**config.mk**
```make
export PLATFORM = sky130hd
export DESIGN_NAME = bmh_div
export DESIGN_NICKNAME = d
export VERILOG_FILES = /design/src/rtl/bmh_pkg.sv /design/src/rtl/bmh_div.sv
export SDC_FILE = /design/constraint.sdc
export NUM_CORES = 1
export LEC_CHECK = 0
export BUFFER_PORTS_ARGS = -buffer_cell sky130_fd_sc_hd__buf_2
export CORE_ASPECT_RATIO = 0.9
export CORE_MARGIN = 4
export CORE_UTILIZATION = 57
export CTS_CLUSTER_SIZE = 30
export DETAILED_ROUTE_END_ITERATION = 12
export PLACE_DENSITY = 0.9
export SYNTH_ARGS = -nofsm -noshare
export SYNTH_HDL_FRONTEND = slang
export SYNTH_SLANG_ARGS = --single-unit
```
**constraint.sdc**
```tcl
create_clock -name clk -period 6.03 [get_ports clk]
set_input_delay 0.3015 -clock clk [delete_from_list [all_inputs] [get_ports clk]]
set_output_delay 0.3015 -clock clk [all_outputs]
set_load 0.005 [all_outputs]
```
**src/rtl/bmh_pkg.sv**
```systemverilog
// Shared types and constants of the binned-mean two-dimensional histogram.
`timescale 1ns / 1ps
`default_nettype none
package bmh_pkg;

  // Default histogram dimensions.
  localparam int MAX_DISTANCE_BINS_DEF = 128;
  localparam int MAX_ANGLE_BINS_DEF    = 128;

  // Field and store widths.
  localparam int COORD_W   = 16;
  localparam int ENERGY_W  = 32;
  localparam int VALUE_W   = 31;
  localparam int LIMIT_W   = 47;
  localparam int SUM_W     = 48;
  localparam int COUNT_W   = 16;
  localparam int USED_W    = 8;
  localparam int BIN_OUT_W = 7;
  localparam int CFG_IDX_W = 3;
  localparam int CFG_DAT_W = 47;
  localparam int WORD_W    = COUNT_W + SUM_W;

  // Input item kinds.
  localparam logic KIND_HIT  = 1'b0;
  localparam logic KIND_READ = 1'b1;

  // Configuration register indexes.
  localparam logic [CFG_IDX_W-1:0] CFG_DIST_WIDTH   = 3'd0;
  localparam logic [CFG_IDX_W-1:0] CFG_ANGLE_WIDTH  = 3'd1;
  localparam logic [CFG_IDX_W-1:0] CFG_DIST_USED    = 3'd2;
  localparam logic [CFG_IDX_W-1:0] CFG_ANGLE_USED   = 3'd3;
  localparam logic [CFG_IDX_W-1:0] CFG_ENERGY_LIMIT = 3'd4;
  localparam logic [CFG_IDX_W-1:0] CFG_SUM_LIMIT    = 3'd5;
  localparam logic [CFG_IDX_W-1:0] CFG_INIT_FALLBK  = 3'd6;

  // Configuration reset values.
  localparam logic [COORD_W-1:0] RST_DIST_WIDTH   = 16'd145;
  localparam logic [COORD_W-1:0] RST_ANGLE_WIDTH  = 16'd271;
  localparam logic [USED_W-1:0]  RST_DIST_USED    = 8'd85;
  localparam logic [USED_W-1:0]  RST_ANGLE_USED   = 8'd85;
  localparam logic [VALUE_W-1:0] RST_ENERGY_LIMIT = 31'd1048576;
  localparam logic [LIMIT_W-1:0] RST_SUM_LIMIT    = 47'd6553600;
  localparam logic [VALUE_W-1:0] RST_INIT_FALLBK  = 31'd58982;

  // A bin count at this value is saturated.
  localparam logic [COUNT_W-1:0] COUNT_SAT = 16'hFFFF;

  // Shared divider: dividend width, step counter and step counts per use.
  localparam int DIVD_W  = SUM_W;
  localparam int STEP_W  = 6;
  localparam logic [STEP_W-1:0] BIN_DIV_STEPS  = 6'd16;
  localparam logic [STEP_W-1:0] MEAN_DIV_STEPS = 6'd48;

  // Request to the shared divider.
  typedef struct packed {
    logic                start;
    logic [STEP_W-1:0]   steps;
    logic [DIVD_W-1:0]   dividend;
    logic [COUNT_W-1:0]  divisor;
  } div_req_t;

  // Response from the shared divider.
  typedef struct packed {
    logic                done;
    logic [DIVD_W-1:0]   quotient;
  } div_rsp_t;

endpackage
`default_nettype wire

```
**src/rtl/bmh_div.sv**
```systemverilog
// Shared radix-2 restoring divider, one quotient bit per cycle.
`timescale 1ns / 1ps
`default_nettype none
module bmh_div (
  input  wire logic             clk,
  input  wire logic             rst_n,
  input  wire bmh_pkg::div_req_t req,
  output bmh_pkg::div_rsp_t     rsp
);

  logic                            busy_r;
  logic                            done_r;
  logic [bmh_pkg::STEP_W-1:0]      cnt_r;
  logic [bmh_pkg::DIVD_W-1:0]      dq_r;
  logic [bmh_pkg::COUNT_W-1:0]     rem_r;
  logic [bmh_pkg::COUNT_W-1:0]     den_r;

  logic [bmh_pkg::COUNT_W:0]       shifted;
  logic [bmh_pkg::COUNT_W:0]       diff;
  logic                            ge;

  // One restoring step: shift in the next dividend bit and try the subtract.
  // A zero divisor always subtracts, which yields an all-ones quotient.
  always_comb begin
    shifted = {rem_r, dq_r[bmh_pkg::DIVD_W-1]};
    diff    = shifted - {1'b0, den_r};
    ge      = (shifted >= {1'b0, den_r});
  end

  // Control: step counter and completion pulse.
  always_ff @(posedge clk) begin
    if (!rst_n) begin
      busy_r <= 1'b0;
      done_r <= 1'b0;
      cnt_r  <= '0;
    end else begin
      done_r <= 1'b0;
      if (req.start) begin
        busy_r <= 1'b1;
        cnt_r  <= req.steps;
      end else if (busy_r) begin
        cnt_r <= cnt_r - bmh_pkg::STEP_W'(1);
        if (cnt_r == bmh_pkg::STEP_W'(1)) begin
          busy_r <= 1'b0;
          done_r <= 1'b1;
        end
      end
    end
  end

  // Datapath: the dividend is consumed from the top while quotient bits
  // enter at the bottom of the same register.
  always_ff @(posedge clk) begin
    if (req.start) begin
      dq_r  <= req.dividend;
      rem_r <= '0;
      den_r <= req.divisor;
    end else if (busy_r) begin
      dq_r  <= {dq_r[bmh_pkg::DIVD_W-2:0], ge};
      rem_r <= ge ? diff[bmh_pkg::COUNT_W-1:0] : shifted[bmh_pkg::COUNT_W-1:0];
    end
  end

  assign rsp.done     = done_r;
  assign rsp.quotient = dq_r;

endmodule
`default_nettype wire
```
==> flow_summary.json <==
{
  "hp-class": "in -> reg",
  "grt_max_degree": 61,
  "drive_gt1_share_pct": 39.0,
  "vias_per_cell": 5.65,
  "grt_overflow": 0,
  "outcome": "finished, final reports clean",
  "start_util_pct": 58.9,
  "crit_type": "reg -> reg",
  "route.detailed.wl_per_inst_um": 17.0,
  "fin_cells": 594,
  "cts_buffer_depth": 2,
  "timing.fmax_mhz": 347,
  "place.gp.congestion": 0.842,
  "synth_cell_types": 47,
  "crit-reg2reg-launch": "den_r[1]",
  "cts_buffers": 9,
  "synthMuxAreaShare_pct": 14.9,
  "grt_setup_unrepaired": "no",
  "fin_skew_ns": 0.0113,
  "n_antenna_cell": 0,
  "netlist_area_um2": 4470,
  "synth_compound_area_share_pct": 9.86,
  "core.rowCount": 30,
  "cp_max_fo": 20,
  "finalMaxSlewViolations": 0,
  "r2r_setup_slack_ns": 3.15,
  "syn2layout_area_growth_pct": 20.3,
  "worst_pin_slew_ns": 0.911,
  "drt-total-wl_mm": 10.1,
  "leakage_nw": 2.29,
  "cts_resized": 0,
  "antenna_left": 0,
  "post-route-min-period_ns": 2.88,
  "required_ns": 6.32,
  "clk_latency_ns": 0.36,
  "synth-main-ff-cell": "edfxtp_1",
  "routed-via-count": 3354,
  "finalWorstSetupSlack_ns": 3.15,
  "ys_warn_count": 0,
  "n_fill_cell": 513,
  "synth_most_common_cell": "edfxtp_1",
  "netlist_top_cells_area": "edfxtp_1, mux2_2, dfxtp_1",
  "hold_violations": 0,
  "cts_setup_buffers": 0,
  "max_slew_margin_pct": 39.1,
  "post-dp-hpwl_mm": 7.25,
  "postCtsHoldBufs": 0,
  "startpoint_type": "register",
  "cts_max_level": 3,
  "drt_iter0_drc": 133,
  "die-area_um2": 9320,
  "seq_area_frac_synth_pct": 53.8,
  "synth_top_area_share_pct": 43.0,
  "port_buffers": 121,
  "firstDrtPassIters": 4,
  "synth_nets": 466,
  "power.total_mw": 1.50,
  "min_from": "req[13]",
  "nets": 585,
  "end_kind": "register",
  "antenna_found_initial": 0,
  "utilization_pct": 70.8,
  "ys_seq_elements": 88,
  "place_ws_ns": 3.19,
  "peakVddDrop_mv": 0.245,
  "io_pins": 122,
  "die_h_um": 92.0,
  "fin_area_um2": 5370,
  "syn-instance-count": 374,
  "synth_xor_xnor_area_share_pct": 3.33,
  "grt_pass1_wl_mm": 16.0,
  "clk_pin_slew_ns": 0.10,
  "dp.cells": 578,
  "root_buffer": "clkbuf_8",
  "fin_tns_setup_ns": 0,
  "synth_largest_area_cell": "edfxtp_1",
  "ys_top_cells_by_count": "edfxtp_1, mux2_2, nand2_1",
  "clkSinkCount": 88,
  "synthAdderAreaFrac_pct": 5.49,
  "cts_tree": "done",
  "arrival_ns": 3.17,
  "synthSimpleGateAreaFrac_pct": 8.99,
  "dpl_cell_area_um2": 5140,
  "coreArea_um2": 7580,
  "drc": 0,
  "die_w_um": 101,
  "power.density_nw_per_um2": 279,
  "startpoint": "den_r[1]",
  "grt_pass1_vias": 3280,
  "fin_crit_sh_pct": 47.8,
  "hold-worst-slack_ns": 0.107,
  "synth-edff-count": 64,
  "post_synth.cell_area_avg_um2": 11.9,
  "async_reset_ff_share_pct": 0,
  "synth_top_family_by_area": "multiplexers",
  "maxCapViolations": 0,
  "setup_violations": 0,
  "grt_usage_pct": 22.0
}
## power breakdown
part	switching [mW]	internal, mW	leakage (nW)
Combinational	0.141	0.133	1.34
Clock	0.234	0.242	0.117
Sequential	0.0311	0.714	0.837
Total	0.406	1.09	2.29
## layout by cell type, fill, tap and decap left out, types with 5 or more instances in the layout
cell type and instances:
mux2i_1 11, nor2_1 21, inv_1 22, edfxtp_1 64
a21oi_1 16, and3_1 5, mux2_2 48, nand2_1 31
and2_1 5, buf_2 120, xnor2_1 11, clkbuf_8 9
nor2b_1 5, a211oi_1 8, o21ai_0 17, ha_1 18
xor2_1 6, dfxtp_1 24
## path summary, 6_finish.rpt
check	cells after the start	end
max	9	rem_r[0]
min	1	den_r[13]
max reg2reg	9	rem_r[0]
min reg2reg	2	rem_r[11]
## worst max-delay path: stages, from the launching register on
cell and delay (ns):
edfxtp_1 0.43, inv_1 0.08, ha_1 0.23, nor2b_1 0.15
o211ai_1 0.22, a21boi_1 0.17, a31oi_2 0.25, nand2_1 0.58
mux2_4 0.51, a211oi_2 0.20
## cells by family (layout without fill, tap and decap cells)
logic type	count (synthesis)	count (layout)
DFF	88	88
adders and majority gates	19	19
buffers and inverters	39	163
and+or+nand+nor	84	84
xor gates and xnor gates	17	17
AOI/OAI and AO/OA	67	67
muxes	60	60
## sequential cells by signal (all words and copies together), names as in the netlist
signal,flops
done_r,1
rem_r,16
busy_r,1
cnt_r,6
den_r,16
dq_r,48
## layer usage
metal / GRT usage [%] / routed length (um)
met1: 27.7 / 4170
met4: 4.43 / 89
met2: 36.5 / 5140
met3: 7.91 / 688
met5: 0 / 0
## area by class of cell
type                            instances  area [um2]  area share, %
Sequential cell                        88        2400           44.7
Multi-Input combinational cell        247        1900           35.4
Timing Repair Buffer                  124         631           11.7
Clock buffer                            9         124           2.31
Tap cell                               96         120           2.24
Clock inverter                          7         106           1.98
Inverter                               23        86.3           1.61
Power figures use the tool's default switching activity.
